File: config.mk
export PLATFORM = sky130hd
export DESIGN_NAME = imr_queue
export DESIGN_NICKNAME = d
export VERILOG_FILES = /design/src/imr_pkg.sv /design/src/imr_queue.sv
export SDC_FILE = /design/constraint.sdc
export NUM_CORES = 2
export LEC_CHECK = 0
export BUFFER_PORTS_ARGS = -buffer_cell sky130_fd_sc_hd__buf_2
export CAP_MARGIN = 20
export CORE_AREA = 2 2 646 519
export CTS_CLUSTER_SIZE = 24
export DETAILED_ROUTE_END_ITERATION = 7
export DIE_AREA = 0 0 648 521
export PLACE_DENSITY = 0.56
export RECOVER_POWER = 25
export SLEW_MARGIN = 20
export SYNTH_ARGS = -nofsm -noshare
export SYNTH_HDL_FRONTEND = slang
export SYNTH_SLANG_ARGS = --single-unit
File: constraint.sdc
create_clock -name clk -period 18.45 [get_ports clk]
set_clock_uncertainty 0.1 [all_clocks]
set_input_delay 3.69 -clock clk [delete_from_list [all_inputs] [get_ports clk]]
set_output_delay 3.69 -clock clk [all_outputs]
set_load 0.05 [all_outputs]
File: src/imr_pkg.sv
`default_nettype none
package imr_pkg;

	localparam int MAX_SIDE     = 512;
	localparam int MAX_BATCH    = 16;
	localparam int MAX_CHANNELS = 16;
	localparam int MAX_LABELS   = 256;
	localparam int DIV_W        = 10;
	localparam int FRONT_STAGES = DIV_W;
	localparam int BACK_STAGES  = 12;
	localparam int QDEPTH       = 16;

	typedef enum logic [2:0] {
		REG_WINDOW_HEIGHT = 3'd0,
		REG_WINDOW_WIDTH  = 3'd1,
		REG_IMAGE_HEIGHT  = 3'd2,
		REG_IMAGE_WIDTH   = 3'd3,
		REG_BATCH_COUNT   = 3'd4,
		REG_CHANNEL_COUNT = 3'd5,
		REG_REVERSE_ORDER = 3'd6,
		REG_LABEL_COUNT   = 3'd7
	} reg_idx_t;

	// clamped configuration as the datapath uses it
	typedef struct packed {
		logic [9:0] wh;
		logic [9:0] ww;
		logic [9:0] ih;
		logic [9:0] iw;
		logic [4:0] nb;
		logic [4:0] nc;
		logic       rev;
		logic [8:0] nl;
	} cfg_t;

	typedef struct packed {
		logic [DIV_W-1:0] r;
		logic [DIV_W-1:0] n;
	} div_t;

	typedef struct packed {
		logic              empty;
		logic [4:0]        count;
	} qstat_t;

	// one classified word, as it sits in the queue
	typedef struct packed {
		logic [3:0]         img;
		logic [3:0]         ch;
		logic [31:0]        pix;
		logic [7:0]         label;
		logic signed [15:0] top;
		logic signed [15:0] left;
		logic signed [15:0] bot;
		logic signed [15:0] right;
		logic [15:0]        oh;
		logic [15:0]        ow;
		logic [8:0]         wx;
		logic [8:0]         wy;
		logic [8:0]         inx;
		logic [8:0]         iny;
		logic [9:0]         across;
		logic               in_win;
		logic               lerr;
	} q_t;

	// one restoring division step: shift in the next dividend bit
	function automatic div_t div_step(div_t s, logic [DIV_W-1:0] d);
		logic [DIV_W:0] sh;
		logic [DIV_W:0] diff;
		logic           ge;
		div_t           o;
		sh   = {s.r, s.n[DIV_W-1]};
		diff = sh - {1'b0, d};
		ge   = (sh >= {1'b0, d});
		o.n  = {s.n[DIV_W-2:0], ge};
		o.r  = ge ? diff[DIV_W-1:0] : sh[DIV_W-1:0];
		return o;
	endfunction

endpackage
`default_nettype wire

File: src/imr_queue.sv
`default_nettype none
module imr_queue (
	input  logic            clk,
	input  logic            arst_n,
	input  logic            push,
	input  imr_pkg::q_t     wdata,
	input  logic            pop,
	output imr_pkg::q_t     rdata,
	output imr_pkg::qstat_t qstat
);

	imr_pkg::q_t mem_q [imr_pkg::QDEPTH];
	logic [3:0]  wr_q;
	logic [3:0]  rd_q;
	logic [4:0]  cnt_q;

	assign rdata       = mem_q[rd_q];
	assign qstat.empty = (cnt_q == 5'd0);
	assign qstat.count = cnt_q;

	always_ff @(posedge clk) begin
		if (push) mem_q[wr_q] <= wdata;
	end

	always_ff @(posedge clk or negedge arst_n) begin
		if (!arst_n) begin
			wr_q  <= '0;
			rd_q  <= '0;
			cnt_q <= '0;
		end else begin
			if (push) wr_q <= wr_q + 4'd1;
			if (pop)  rd_q <= rd_q + 4'd1;
			cnt_q <= cnt_q + {4'd0, push} - {4'd0, pop};
		end
	end

endmodule
`default_nettype wire

; After elaboration in Yosys (flattened, before gate mapping)
; Memories as Yosys holds them, arrays and structs flattened.
; Cells that the tools add are included.
; Widths: inputs -> output; s select.
[word_totals]
output_inout_bits = 198
input_bits = 196
ramBits = 3072
elab_cells = 11
mem_count = 1
regBits = 13
[classes]
mux = 2
reduce_logical = 1
addsub = 4
[memory_table]
columns = memory, depth, width, rd, rd_clocked_by_memory_dff, wr, line
row1 = mem_q, 16, 192, 1, 0, 1, imr_queue.sv:12  ; imr_pkg::q_t mem_q [imr_pkg::QDEPTH];
[op_table]
columns = cell, n
row1 = $add 4x1->4 const B, 2
row2 = $add 5x1->5, 1
row3 = $logic_not 5->1, 1
row4 = $sub 5x1->5, 1
row5 = $mux 1, 2

; Logic depth before layout (Yosys ltp)
[depth]
ltp_word = 2
depth_mapped = 9
ltp_nobuf = 9

; Least setup slack after synthesis
; OpenSTA, ideal clock, no wires.
[synth_path]
path_kind = in2reg
start = in push
end = mem mem_q[3][0] (netlist name), enable pin
slack_ps = 341
t_required_ps = 17371
path_buffers = 1
cell_stages = 3
arrival_time_ps = 17030
cell_sequence = clkbuf_1 -> nand2_1 -> nor3_1
[synth_via]
elab_chain_cells = 2
[synth_lines]
columns = element, line
row1 = from (decl), imr_queue.sv:5  ; input logic push,
row2 = $mux 1, imr_queue.sv:22  ; if (push) mem_q[wr_q] <= wdata;
row3 = $mux 1 (not written as such), imr_queue.sv:22
row4 = to (decl), imr_queue.sv:12
; Every way passes these cells.

==> flow_metrics.tcl <==
set metrics [dict create \
    required_ns 14.66 \
    initial_core_util_pct 34.9 \
    cts_sinks 3085 \
    grt_max_degree 142 \
    rows 189 \
    gp_congestion 0.709 \
    synth_compound_area_share_pct 2.69 \
    fp.dieH_um 521 \
    htreeDepth 5 \
    hold_class "flop to flop" \
    syn_inst 4899 \
    area.growth.synth_to_final_pct 15.1 \
    synth_xor_area_share_pct 0.0758 \
    nets 5671 \
    yosys.area_share.simple_pct 0.954 \
    dpl.hpwl_mm 148 \
    dr.pass1.iters 5 \
    crit_arrival_ns 5.99 \
    cts_tree "yes" \
    finalHoldViolations 0 \
    grt_pass1_vias 55500 \
    routed_wl_mm 298 \
    cp-start-kind "flop" \
    yosys.area_share.adder_pct 0.136 \
    post_cts_buffers 0 \
    grt_overflow 0 \
    clock.fmax_mhz 102 \
    cts_resized 0 \
    end_kind "primary output" \
    yosys_warnings 0 \
    period_share_pct 53.0 \
    ant_nets 0 \
    ys_types 29 \
    irDropWorstVdd_mv 0.178 \
    fp.dieArea_mm2 0.338 \
    clkTransAtPathRegs_ns 0.06 \
    portBuffers 393 \
    synthMuxAreaShare_pct 14.9 \
    antenna_found_initial 85 \
    synth-seq-cells 3085 \
    slew_headroom_pct 23.9 \
    drv_cap 0 \
    maxSlewViolCount 0 \
    hold_buffers 0 \
    final_cell_count_no_fill 10100 \
    grt_usage_pct 17.3 \
    worst-setup-path-type "flop to primary output" \
    drc 0 \
    synth-seq-area-share_pct 80.1 \
    synth-edff-count 3072 \
    power.density_mw_per_mm2 169 \
    synth_area_per_cell_um2 23.6 \
    die_w_um 648 \
    clockRootBuffer "clkbuf_16" \
    viasPerCell 5.38 \
    path_max_fanout 107 \
    cts_buffers 321 \
    synth_top_family_by_area "multiplexers" \
    vias 54500 \
    worst_pin_slew_ns 1.14 \
    clockBufferDepth 4 \
    setup_viol 0 \
    placed_cells 9532 \
    initialDrtViolationCount 5349 \
    worstSkewPairLatency_ns 0.86 \
    async_flop_share_pct 0.421 \
    fin_setup_tns_ns 0 \
    io_pins 394 \
    coreArea_mm2 0.331 \
    drive_gt1_share_pct 27.3 \
    status "finished, final reports clean" \
    synth_nets 5107 \
    leakagePower_nw 41.8 \
    period_needed_ns 9.78 \
    synth_area_mm2 0.116 \
    wl_per_cell_um 29.4 \
    ys.flop_type "edfxtp_1" \
    rsz0062_at_grt "false" \
    grt_pass1_wl_mm 420 \
]
==> cells in the final DEF, fill, tap and decap left out, types with 5 or more instances in the layout <==
cell / count
clkinv_1: 72
inv_6: 7
dfrtp_1: 9
a22oi_1: 401
clkbuf_16: 328
clkinvlp_4: 6
inv_1: 8
ha_1: 11
buf_2: 269
diode_2: 23
mux2i_1: 116
nand2_1: 207
bufinv_16: 23
nor2b_4: 5
clkbuf_1: 185
clkinv_2: 49
mux4_2: 710
clkinv_4: 5
nor2_4: 14
nand3_1: 34
buf_12: 18
o2111ai_1: 8
edfxtp_1: 3072
xnor2_1: 6
buf_4: 99
==> sequential cells by signal (all words and copies together) (netlist names) <==
name   cells
cnt_q      5
mem_q   3072
rd_q       4
wr_q       4
==> synthesized netlist by cell type, drive strengths merged (11+ instances only) <==
library cell  number  area (µm²)
a22oi            401        3010
buf              169         947
clkbuf           102         383
dfrtp             13         325
edfxtp          3072       92200
ha                11         138
mux2i            116        1160
mux4             710       16000
nand2            207         777
nand3             34         170
nor2              17        63.8
==> per-stage QoR <==
| stage | power (mW) | hold slack (ns) | utilization [%] | instance area [µm²] | setup slack [ns] |
|---|---|---|---|---|---|
| 6_report | 22.5 | 0.466 | 40.2 | 133000 | 8.67 |
| 5_1_grt | 23.3 | 0.499 | 40.2 | 133000 | 8.06 |
| 2_1_floorplan | 14.2 | 0.412 | - | 116000 | 0.341 |
| 3_3_place_gp | 16.4 | 0.449 | 37.2 | 123000 | 9.35 |
| 4_1_cts | 22.8 | 0.484 | 40.2 | 133000 | 8.35 |
| 3_5_place_dp | 16.5 | 0.475 | 37.2 | 123000 | 9.33 |
==> worst max-delay path, stage by stage (launching register included) <==
cell,delay [ns]
dfrtp_4,0.88
buf_4,0.65
buf_12,0.68
buf_12,0.52
buf_4,0.82
mux4_2,0.61
a22oi_1,0.22
nand2_1,0.15
buf_2,0.24
==> cells by family after synthesis <==
group | count (synthesis)
and+or+nand+nor | 273
buffers and inverters | 279
xor gates and xnor gates | 10
adders and majority gates | 12
DFF | 3085
AOI/OAI and AO/OA | 413
muxes | 827
==> metal layers <==
| layer | part of all wire [%] | wire (µm) | vias up | track usage (%) |
|---|---|---|---|---|
| met5 | 0.13 | 394 | - | 0 |
| met3 | 6.9 | 20600 | 489 | 3.69 |
| met1 | 42 | 125000 | 29900 | 23.8 |
| met4 | 2.8 | 8210 | 64 | 5.05 |
| met2 | 48 | 143000 | 1828 | 27.9 |
| li1 | - | - | 22200 | - |
==> final timing paths <==
check	slack [ns]	end	cells after the start	start
worst max-delay path	8.67	rdata[80]	8	rd_q[0]
worst min-delay path	0.47	wr_q[0]	1	wr_q[0]
worst max register to register	14.21	mem_q[11][94]	6	wr_q[0]
worst min register to register	0.47	wr_q[0]	1	wr_q[0]
max in group asynchronous	14.78	rd_q[1]	1	arst_n
min in group asynchronous	2.83	cnt_q[0]	1	arst_n
==> power by group <==
part / leakage [nW] / switching, mW / internal [mW] / total (mW)
Clock: 4.90 / 2.66 / 3.59 / 6.24
Combinational: 9.02 / 5.17 / 2.40 / 7.57
Sequential: 27.9 / 0.212 / 8.43 / 8.64
==> layout make-up <==
class / count / area [µm²]
Multi-Input combinational cell: 1535 / 21800
Inverter: 8 / 30.0
Sequential cell: 3085 / 92600
Tap cell: 4393 / 5500
Timing Repair Buffer: 512 / 2950
Fill cell: 28900 / 198000
Antenna cell: 23 / 57.6
Clock buffer: 389 / 8440
Clock inverter: 174 / 1600
Power figures use the tool's default switching activity.
