**config.mk**
```make
export PLATFORM = sky130hd
export DESIGN_NAME = imr_front_flat
export DESIGN_NICKNAME = d
export VERILOG_FILES = /design/src/imr_pkg.sv /design/src/imr_in_if.sv /design/src/imr_front.sv /design/src/flat_wrapper.sv
export SDC_FILE = /design/constraint.sdc
export NUM_CORES = 2
export LEC_CHECK = 0
export ABC_CLOCK_PERIOD_IN_PS = 4200
export BUFFER_PORTS_ARGS = -buffer_cell sky130_fd_sc_hd__clkbuf_2
export CORE_UTILIZATION = 60
export CTS_BUF_LIST = sky130_fd_sc_hd__clkbuf_16
export CTS_CLUSTER_SIZE = 28
export DETAILED_ROUTE_END_ITERATION = 12
export GPL_ROUTABILITY_DRIVEN = 0
export MAX_ROUTING_LAYER = met4
export PLACE_DENSITY = 0.89
export SLEW_MARGIN = 20
export SYNTH_ARGS = -nofsm -noshare
export SYNTH_HDL_FRONTEND = slang
export SYNTH_SLANG_ARGS = --single-unit
```
**constraint.sdc**
```tcl
create_clock -name clk -period 4.2 [get_ports clk]
set_input_delay 0.63 -clock clk [delete_from_list [all_inputs] [get_ports clk]]
set_output_delay 0.63 -clock clk [all_outputs]
set_load 0.02 [all_outputs]
```
**src/imr_pkg.sv**
```systemverilog
`default_nettype none
package imr_pkg;

	localparam int MAX_SIDE     = 512;
	localparam int MAX_BATCH    = 16;
	localparam int MAX_CHANNELS = 16;
	localparam int MAX_LABELS   = 256;
	localparam int DIV_W        = 10;
	localparam int FRONT_STAGES = DIV_W;
	localparam int BACK_STAGES  = 12;
	localparam int QDEPTH       = 16;

	typedef enum logic [2:0] {
		REG_WINDOW_HEIGHT = 3'd0,
		REG_WINDOW_WIDTH  = 3'd1,
		REG_IMAGE_HEIGHT  = 3'd2,
		REG_IMAGE_WIDTH   = 3'd3,
		REG_BATCH_COUNT   = 3'd4,
		REG_CHANNEL_COUNT = 3'd5,
		REG_REVERSE_ORDER = 3'd6,
		REG_LABEL_COUNT   = 3'd7
	} reg_idx_t;

	// clamped configuration as the datapath uses it
	typedef struct packed {
		logic [9:0] wh;
		logic [9:0] ww;
		logic [9:0] ih;
		logic [9:0] iw;
		logic [4:0] nb;
		logic [4:0] nc;
		logic       rev;
		logic [8:0] nl;
	} cfg_t;

	typedef struct packed {
		logic [DIV_W-1:0] r;
		logic [DIV_W-1:0] n;
	} div_t;

	typedef struct packed {
		logic              empty;
		logic [4:0]        count;
	} qstat_t;

	// one classified word, as it sits in the queue
	typedef struct packed {
		logic [3:0]         img;
		logic [3:0]         ch;
		logic [31:0]        pix;
		logic [7:0]         label;
		logic signed [15:0] top;
		logic signed [15:0] left;
		logic signed [15:0] bot;
		logic signed [15:0] right;
		logic [15:0]        oh;
		logic [15:0]        ow;
		logic [8:0]         wx;
		logic [8:0]         wy;
		logic [8:0]         inx;
		logic [8:0]         iny;
		logic [9:0]         across;
		logic               in_win;
		logic               lerr;
	} q_t;

	// one restoring division step: shift in the next dividend bit
	function automatic div_t div_step(div_t s, logic [DIV_W-1:0] d);
		logic [DIV_W:0] sh;
		logic [DIV_W:0] diff;
		logic           ge;
		div_t           o;
		sh   = {s.r, s.n[DIV_W-1]};
		diff = sh - {1'b0, d};
		ge   = (sh >= {1'b0, d});
		o.n  = {s.n[DIV_W-2:0], ge};
		o.r  = ge ? diff[DIV_W-1:0] : sh[DIV_W-1:0];
		return o;
	endfunction

endpackage
`default_nettype wire

```
**src/imr_in_if.sv**
```systemverilog
`default_nettype none
interface imr_in_if;
	logic        valid;
	logic        ready;
	logic [3:0]  image_number;
	logic [3:0]  channel_number;
	logic [8:0]  row;
	logic [8:0]  column;
	logic [31:0] pixel_value;
	logic [7:0]  object_label;
	logic signed [15:0] object_top;
	logic signed [15:0] object_left;
	logic signed [15:0] object_bottom;
	logic signed [15:0] object_right;
	logic [15:0] orig_height;
	logic [15:0] orig_width;

	modport source(output valid, image_number, channel_number, row, column, pixel_value,
		object_label, object_top, object_left, object_bottom, object_right,
		orig_height, orig_width, input ready);
	modport sink(input valid, image_number, channel_number, row, column, pixel_value,
		object_label, object_top, object_left, object_bottom, object_right,
		orig_height, orig_width, output ready);
endinterface
`default_nettype wire

```
**src/imr_front.sv**
```systemverilog
`default_nettype none
module imr_front (
	input  logic            clk,
	input  logic            arst_n,
	imr_in_if.sink          pixel,
	input  imr_pkg::cfg_t   cfg,
	input  imr_pkg::qstat_t qstat,
	output logic            push,
	output imr_pkg::q_t     entry
);

	typedef struct packed {
		logic [3:0]         img;
		logic [3:0]         ch;
		logic [31:0]        pix;
		logic [7:0]         label;
		logic signed [15:0] top;
		logic signed [15:0] left;
		logic signed [15:0] bot;
		logic signed [15:0] right;
		logic [15:0]        oh;
		logic [15:0]        ow;
		imr_pkg::div_t      dc;
		imr_pkg::div_t      dr;
		imr_pkg::div_t      dw;
		imr_pkg::div_t      dh;
	} fr_t;

	fr_t                              init;
	fr_t                              nxt    [1:imr_pkg::FRONT_STAGES];
	fr_t                              pipe_q [1:imr_pkg::FRONT_STAGES];
	logic [imr_pkg::FRONT_STAGES:1]   v_q;
	logic [4:0]                       infl_q;
	logic                             acc;
	fr_t                              last;
	logic [9:0]                       wx_raw;
	logic [9:0]                       wy_raw;
	logic [9:0]                       wx_rev;
	logic [9:0]                       wy_rev;

	function automatic fr_t fr_step(fr_t s, imr_pkg::cfg_t c);
		fr_t o;
		o    = s;
		o.dc = imr_pkg::div_step(s.dc, c.ww);
		o.dr = imr_pkg::div_step(s.dr, c.wh);
		o.dw = imr_pkg::div_step(s.dw, c.ww);
		o.dh = imr_pkg::div_step(s.dh, c.wh);
		return o;
	endfunction

	// credits: words in flight plus words queued never exceed the queue depth
	assign pixel.ready = ({1'b0, infl_q} + {1'b0, qstat.count}) < 6'(imr_pkg::QDEPTH);
	assign acc         = pixel.valid && pixel.ready;

	always_comb begin
		init       = '0;
		init.img   = pixel.image_number;
		init.ch    = pixel.channel_number;
		init.pix   = pixel.pixel_value;
		init.label = pixel.object_label;
		init.top   = pixel.object_top;
		init.left  = pixel.object_left;
		init.bot   = pixel.object_bottom;
		init.right = pixel.object_right;
		init.oh    = pixel.orig_height;
		init.ow    = pixel.orig_width;
		init.dc.n  = {1'b0, pixel.column};
		init.dr.n  = {1'b0, pixel.row};
		init.dw.n  = cfg.iw;
		init.dh.n  = cfg.ih;
	end

	for (genvar k = 1; k <= imr_pkg::FRONT_STAGES; k++) begin : g_st
		if (k == 1) begin : g_first
			assign nxt[k] = fr_step(init, cfg);
		end else begin : g_next
			assign nxt[k] = fr_step(pipe_q[k-1], cfg);
		end
	end

	always_ff @(posedge clk) begin
		for (int k = 1; k <= imr_pkg::FRONT_STAGES; k++) pipe_q[k] <= nxt[k];
	end

	always_ff @(posedge clk or negedge arst_n) begin
		if (!arst_n) begin
			v_q    <= '0;
			infl_q <= '0;
		end else begin
			v_q    <= {v_q[imr_pkg::FRONT_STAGES-1:1], acc};
			infl_q <= infl_q + {4'd0, acc} - {4'd0, v_q[imr_pkg::FRONT_STAGES]};
		end
	end

	// classify: window position, offset in window, whole-window test, label check
	assign last   = pipe_q[imr_pkg::FRONT_STAGES];
	assign wx_raw = last.dc.n;
	assign wy_raw = last.dr.n;
	assign wx_rev = last.dw.n - wx_raw - 10'd1;
	assign wy_rev = last.dh.n - wy_raw - 10'd1;
	assign push   = v_q[imr_pkg::FRONT_STAGES];

	always_comb begin
		entry        = '0;
		entry.img    = last.img;
		entry.ch     = last.ch;
		entry.pix    = last.pix;
		entry.label  = last.label;
		entry.top    = last.top;
		entry.left   = last.left;
		entry.bot    = last.bot;
		entry.right  = last.right;
		entry.oh     = last.oh;
		entry.ow     = last.ow;
		entry.wx     = cfg.rev ? wx_rev[8:0] : wx_raw[8:0];
		entry.wy     = cfg.rev ? wy_rev[8:0] : wy_raw[8:0];
		entry.inx    = last.dc.r[8:0];
		entry.iny    = last.dr.r[8:0];
		entry.across = last.dw.n;
		entry.in_win = (wx_raw < last.dw.n) && (wy_raw < last.dh.n)
			&& ({1'b0, last.img} < cfg.nb) && ({1'b0, last.ch} < cfg.nc);
		entry.lerr   = {1'b0, last.label} >= cfg.nl;
	end

endmodule
`default_nettype wire

```
**src/flat_wrapper.sv**
```systemverilog
// flat-port wrapper written by rule: the top's interface ports become plain ports
module imr_front_flat 
  (clk, arst_n, cfg, qstat, push, entry, pixel_valid, pixel_image_number, pixel_channel_number, pixel_row, pixel_column, pixel_pixel_value, pixel_object_label, pixel_object_top, pixel_object_left, pixel_object_bottom, pixel_object_right, pixel_orig_height, pixel_orig_width, pixel_ready);
  imr_in_if pixel_i ();
  input  logic clk;
  input  logic arst_n;
  input  imr_pkg::cfg_t cfg;
  input  imr_pkg::qstat_t qstat;
  output logic push;
  output imr_pkg::q_t entry;
  input wire logic [$bits(pixel_i.valid)-1:0] pixel_valid;
  input wire logic [$bits(pixel_i.image_number)-1:0] pixel_image_number;
  input wire logic [$bits(pixel_i.channel_number)-1:0] pixel_channel_number;
  input wire logic [$bits(pixel_i.row)-1:0] pixel_row;
  input wire logic [$bits(pixel_i.column)-1:0] pixel_column;
  input wire logic [$bits(pixel_i.pixel_value)-1:0] pixel_pixel_value;
  input wire logic [$bits(pixel_i.object_label)-1:0] pixel_object_label;
  input wire logic [$bits(pixel_i.object_top)-1:0] pixel_object_top;
  input wire logic [$bits(pixel_i.object_left)-1:0] pixel_object_left;
  input wire logic [$bits(pixel_i.object_bottom)-1:0] pixel_object_bottom;
  input wire logic [$bits(pixel_i.object_right)-1:0] pixel_object_right;
  input wire logic [$bits(pixel_i.orig_height)-1:0] pixel_orig_height;
  input wire logic [$bits(pixel_i.orig_width)-1:0] pixel_orig_width;
  output wire logic [$bits(pixel_i.ready)-1:0] pixel_ready;
  assign pixel_i.valid = pixel_valid;
  assign pixel_i.image_number = pixel_image_number;
  assign pixel_i.channel_number = pixel_channel_number;
  assign pixel_i.row = pixel_row;
  assign pixel_i.column = pixel_column;
  assign pixel_i.pixel_value = pixel_pixel_value;
  assign pixel_i.object_label = pixel_object_label;
  assign pixel_i.object_top = pixel_object_top;
  assign pixel_i.object_left = pixel_object_left;
  assign pixel_i.object_bottom = pixel_object_bottom;
  assign pixel_i.object_right = pixel_object_right;
  assign pixel_i.orig_height = pixel_orig_height;
  assign pixel_i.orig_width = pixel_orig_width;
  assign pixel_ready = pixel_i.ready;
  imr_front u_core (.clk(clk), .arst_n(arst_n), .pixel(pixel_i), .cfg(cfg), .qstat(qstat), .push(push), .entry(entry));
endmodule
```
Word level (Yosys, flattened, before mapping)
Memories as Yosys holds them, arrays and structs flattened.
Cells that the tools add are included.
{"block": "word_totals", "inputBits": 231, "output_inout_bits": 194, "mem_count": 1, "regBits": 15, "wordCells": 142, "ramBits": 2240}
{"block": "op_classes", "muxes": 42, "addsub": 47, "n_lt_le_gt_ge": 46, "reduce_logical": 4}
{"memory": "u_core.pipe_q", "depth": 10, "word_bits": 224, "read_ports": 10, "rd_clocked_by_memory_dff": 0, "write_ports": 10, "line_no": "imr_front.sv:31", "text": "fr_t pipe_q [1:imr_pkg::FRONT_STAGES];"}
{"op": "10-bit 2-to-1 mux", "n": 40}
{"op": "11-bit by 10-bit greater-or-equal comparator with 1-bit output", "n": 36}
{"op": "10-bit subtractor", "n": 36}
{"op": "1-bit by 10-bit greater-or-equal comparator with 1-bit output", "n": 2}
{"op": "1-bit by 10-bit greater-or-equal comparator with 1-bit output, first input constant", "n": 2}
{"op": "10-bit < comparator", "n": 2}
{"op": "1-bit by 10-bit subtractor with 10-bit output", "n": 2}
{"op": "1-bit by 10-bit subtractor with 10-bit output, first input constant", "n": 2}
{"op": "9-bit 2-to-1 mux", "n": 2}
{"op": "9-bit by 1-bit subtractor with 9-bit output, second input constant", "n": 2}
{"op": "9-bit subtractor", "n": 2}
{"op": "4-bit by 5-bit < comparator with 1-bit output", "n": 2}
{"op": "8-bit by 9-bit greater-or-equal comparator with 1-bit output", "n": 1}
{"op": "5-bit by 5-bit adder with 6-bit output", "n": 1}
{"op": "6-bit by 5-bit < comparator with 1-bit output, second input constant", "n": 1}
{"op": "5-bit by 1-bit adder with 5-bit output", "n": 1}
{"op": "5-bit by 1-bit subtractor with 5-bit output", "n": 1}
{"op": "1-bit logical AND", "n": 4}

Logic depth before layout (Yosys ltp)
{"block": "logic_depth", "depth_word": 5, "depth_mapped": 12, "ltp_nobuf": 12}

Worst setup path before layout
No wires, ideal clock.
{"block": "synth_path", "path_kind": "input to register", "from": "in qstat[1] (netlist name)", "to": "reg u_core.infl_q[4]", "path_slack_ps": 379, "stages": 12, "arrival_time_ps": 3696, "cell_sequence": "ha_1 a31o_2 a21o_1 a2111oi_0 and2_1 ha_1 inv_1 fa_1 inv_1 a21o_1 a21oi_1 xnor2_1"}
{"block": "synth_between", "elab_chain_cells": 5}
{"element": "start, declared", "line_no": "flat_wrapper.sv:8", "text": "input imr_pkg::qstat_t qstat;"}
{"element": "5-bit by 5-bit adder with 6-bit output", "line_no": "imr_front.sv:52", "text": "assign pixel.ready = ({1'b0, infl_q} + {1'b0, qstat.count}) < 6'(imr_pkg::QDEPTH);"}
{"element": "6-bit by 5-bit < comparator with 1-bit output", "line_no": "imr_front.sv:52"}
{"element": "net pixel_ready", "line_no": "flat_wrapper.sv:24", "text": "output wire logic [$bits(pixel_i.ready)-1:0] pixel_ready;"}
{"element": "1-bit logical AND", "line_no": "imr_front.sv:53", "text": "assign acc = pixel.valid && pixel.ready;"}
{"element": "net u_core.acc", "line_no": "imr_front.sv:34", "text": "logic acc;"}
{"element": "5-bit by 1-bit adder with 5-bit output", "line_no": "imr_front.sv:91", "text": "infl_q <= infl_q + {4'd0, acc} - {4'd0, v_q[imr_pkg::FRONT_STAGES]};"}
{"element": "5-bit by 1-bit subtractor with 5-bit output", "line_no": "imr_front.sv:91"}
{"element": "end signal, assigned", "line_no": "imr_front.sv:91"}
{"element": "end, declared", "line_no": "imr_front.sv:33", "text": "logic [4:0] infl_q;"}
The timed path passes the listed nets, and every way through them passes these cells.

==> results.txt <==
----------------------------------------------------
[Outcome]
  Status ... complete, no violations

[Cells and area]
  Final net count ... a little over 7,000
  Register Area ... 44,800 µm²
  Post-Layout Cell Count ... 8,064
  Filler cell count ... 7,095
  Combined area of the multi-input logic cells ... 20,600 µm²
  Area added between synthesis and finish ... 17.0%
  Most common cell after layout, fill and taps aside ... dfxtp_1
  Share of the core filled with cells in the final layout ... between 70% and 80%
  Share of layout cells above drive strength 1 ... between 10% and 20%
  Most frequent cells in the layout ... 2,218 x dfxtp_1, 441 x nand2_1, 425 x ha_1, 423 x clkbuf_2, 376 x inv_1

[STA]
  Final critical-path share of the clock period ... between 90% and 100%
  Setup repair after global routing missed its margin ... no
  Fin crit period ... 3.85 ns
  Highest clock rate ... about 260 MHz
  Final Hold Violating Endpoints ... 0
  Finish-stage setup viols ... 0
  Actual slew at the worst max-slew pin ... 0.932 ns
  Worst max-slew margin expressed relative to the limit ... a little under two fifths
  Total negative setup slack ... 0 ns
  Final setup slack of the worst path ... about 0.35 ns
  Worst hold-check slack ... 0.0607 ns
  Setup clock skew after layout ... about 0.055 ns
  Max-slew violation count ... 0

[Floorplanning]
  Number of placement rows ... 123
  Vertical extent of the die ... 339 µm
  Placeable Area ... between 100,000 and 150,000 µm²
  Die area ... approximately 110,000 µm²
  DIE WIDTH ... around 340 µm
  Top-Level Pins ... between 400 and 500
  Effective utilization at floorplan ... approximately 60%

[Placement]
  Placed Instances ... around 7,500
  Setup WS pre-CTS ... between 0.5 and 0.6 ns
  HPWL after detailed placement ... 85.7 mm
  Number of buffer cells added on primary ports ... 423

[Drt]
  DRC violations left ... 0
  Antenna Nets Post-Route ... 0
  Drt initial violations ... about 3,100
  Total vias in the final route ... around 43,000
  Detailed-route wire length per cell ... ~17 µm
  Overall routed net length ... 135 mm
  Iteration count of the initial detailed-routing pass ... 8
  Vias per cell ... approximately 5.3

[Clock network]
  Count of H-tree levels built during CTS ... 4
  Inserted Clock Buffers ... slightly below 200
  Number of sinks on the clock net ... 2,233
  Resized Gates After CTS ... 0
  CTS clk-pin slew, worst paths ... 0.06 ns
  Clk_lat worst skew ... a little over 0.8 ns
  Largest buffer count on any clock path ... 3
  Clk Tree Root Cell ... clkbuf_16
  Clock tree from TritonCTS ... built

[Global route]
  Maximum number of pins on one net before global-route repair ... 43
  First-pass GRT wire length ... between 200 and 250 mm
  Number of antenna violations at the first check in global routing ... 13
  Vias in the first global route ... roughly 43,000
  Remaining global-route overflow ... 0
  GRT Util Overall ... between 20% and 30%

[Yosys]
  Number of synthesized flops with an enable pin ... 0
  Fraction of registers with async set or reset after synthesis ... 0.672%
  Post-synthesis instance area ... just under 70,000 µm²
  Register bit count reported by yosys ... ~2,200
  Primary FF master, synth ... dfxtp_1
  Cell type contributing the most total cell area after synthesis ... dfxtp_1
  Mean instance size in the synthesized netlist ... between 10 and 15 µm²
  Synth top area cells ... dfxtp_1 65%, ha_1 7.8%, o21ai_0 2.8%
  Sequential fraction of the synthesis area ... about two thirds
  Library cells used by synthesis ... between 60 and 70
  Cells after synthesis ... between 5,000 and 6,000
  Number of warnings reported in the yosys synthesis log ... 0
  Synth top area share ... around two thirds

[Setup path]
  Signal arrival time at the worst endpoint ... roughly 3.2 ns
  Capturing element type of the critical path ... output pin
  CP Class ... reg -> out
  Largest fanout on the critical path ... 3
  Startpoint type of the worst setup path ... register
  Required time reported for the critical path endpoint ... ~3.6 ns
  Worst R2R Path Depth ... 12

[Pwr]
  Total leakage power ... ~0.036 µW
  Power per unit of standard cell area ... roughly 700 nW/µm²
  Maximum resistive drop on vdd ... about 0.50 mV

[Min path]
  Hold path cells ... 1
  Type of the most critical hold path ... in -> reg

[Run]
  Maximum Capacitance Violations ... 0

----------------------------------------------------
==> sequential cells by signal, indices dropped and copies added, names as in the netlist <==
name / flops
u_core.v_q: 10
u_core.infl_q: 5
u_core.pipe_q: 2218
==> power breakdown <==
group          leakage, µW  switching [µW]  internal [µW]
Clock              0.00345            8050          10500
Combinational       0.0141            7380           5120
Sequential          0.0188            1130          23700
==> cells in the mapped netlist, types with 75 or more instances <==
cell / n
inv_1: 347
nand2_1: 441
o21a_1: 90
buf_4: 172
xnor2_1: 75
o21ai_0: 375
a21o_1: 108
nor2_1: 246
xor2_1: 104
dfxtp_1: 2218
a21oi_1: 235
ha_1: 425
==> routing by layer <==
layer	routed length (µm)	global-route usage (%)	vias up
met5	0	-	-
li1	-	-	20684
met1	53000	26.1	19856
met4	4310	9.23	0
met2	68500	42.1	1624
met3	9340	5.16	363
==> worst paths after layout <==
path | startpoint | end | slack, ns
worst min register to register | u_core.pipe_q[0][651] | u_core.pipe_q[0][875] | 0.28
max in group asynchronous | arst_n | u_core.infl_q[2] | 3.62
worst max register to register | u_core.infl_q[1] | u_core.infl_q[4] | 0.84
worst max-delay path | u_core.pipe_q[0][2300] | entry[47] | 0.35
worst min-delay path | pixel_row[4] | u_core.pipe_q[0][269] | 0.06
min in group asynchronous | arst_n | u_core.infl_q[0] | 0.28
==> metrics by stage <==
| step | area (µm²) | power [µW] |
|---|---|---|
| finish | 79700 | 55900 |
| floorplan | 68200 | 34200 |
| global route | 79700 | 58700 |
| global placement | 71000 | 36100 |
| detailed placement | 71000 | 37000 |
| CTS | 79700 | 55800 |
==> kinds of logic (layout without fill, tap and decap cells) <==
| logic type | Yosys count | count (layout) | share of synthesized area (%) |
|---|---|---|---|
| mux | 55 | 55 | 0.846 |
| buf+inv | 572 | 1374 | 4.19 |
| other cells | 1 | 21 | 0.00550 |
| xor+xnor | 179 | 179 | 2.30 |
| compound gates | 1200 | 1200 | 11.1 |
| simple gates | 1040 | 1040 | 7.04 |
| fa+ha+maj | 462 | 462 | 8.89 |
| flops | 2233 | 2233 | 65.7 |
==> cell type report <==
type	instances	area share [%]
antenna	13	0.0408
clock buffer	200	6.28
clock inverter	175	2.35
inverter	348	1.64
multi-input combinational	2944	25.8
sequential	2233	56.1
tap	1500	2.35
timing repair buffer	651	5.38
==> worst max-delay path, cell delays in order, from the launching register on <==
cell,delay [ns]
dfxtp_1,0.33
inv_1,0.07
ha_1,0.21
fa_1,0.42
a21o_1,0.18
a21oi_1,0.21
nor2b_1,0.11
o41ai_1,0.38
nand4b_1,0.14
o211ai_1,0.15
clkbuf_2,0.23
==> timing repair <==
| action | CTS | global route |
|---|---|---|
| endpoints found under the setup margin | 0 | 0 |
| hold endpoints to repair | 195 | 0 |
| buffers inserted | 0 | 0 |
| hold buffers | 181 | 0 |
No activity file was read; power rests on OpenSTA's default activity.
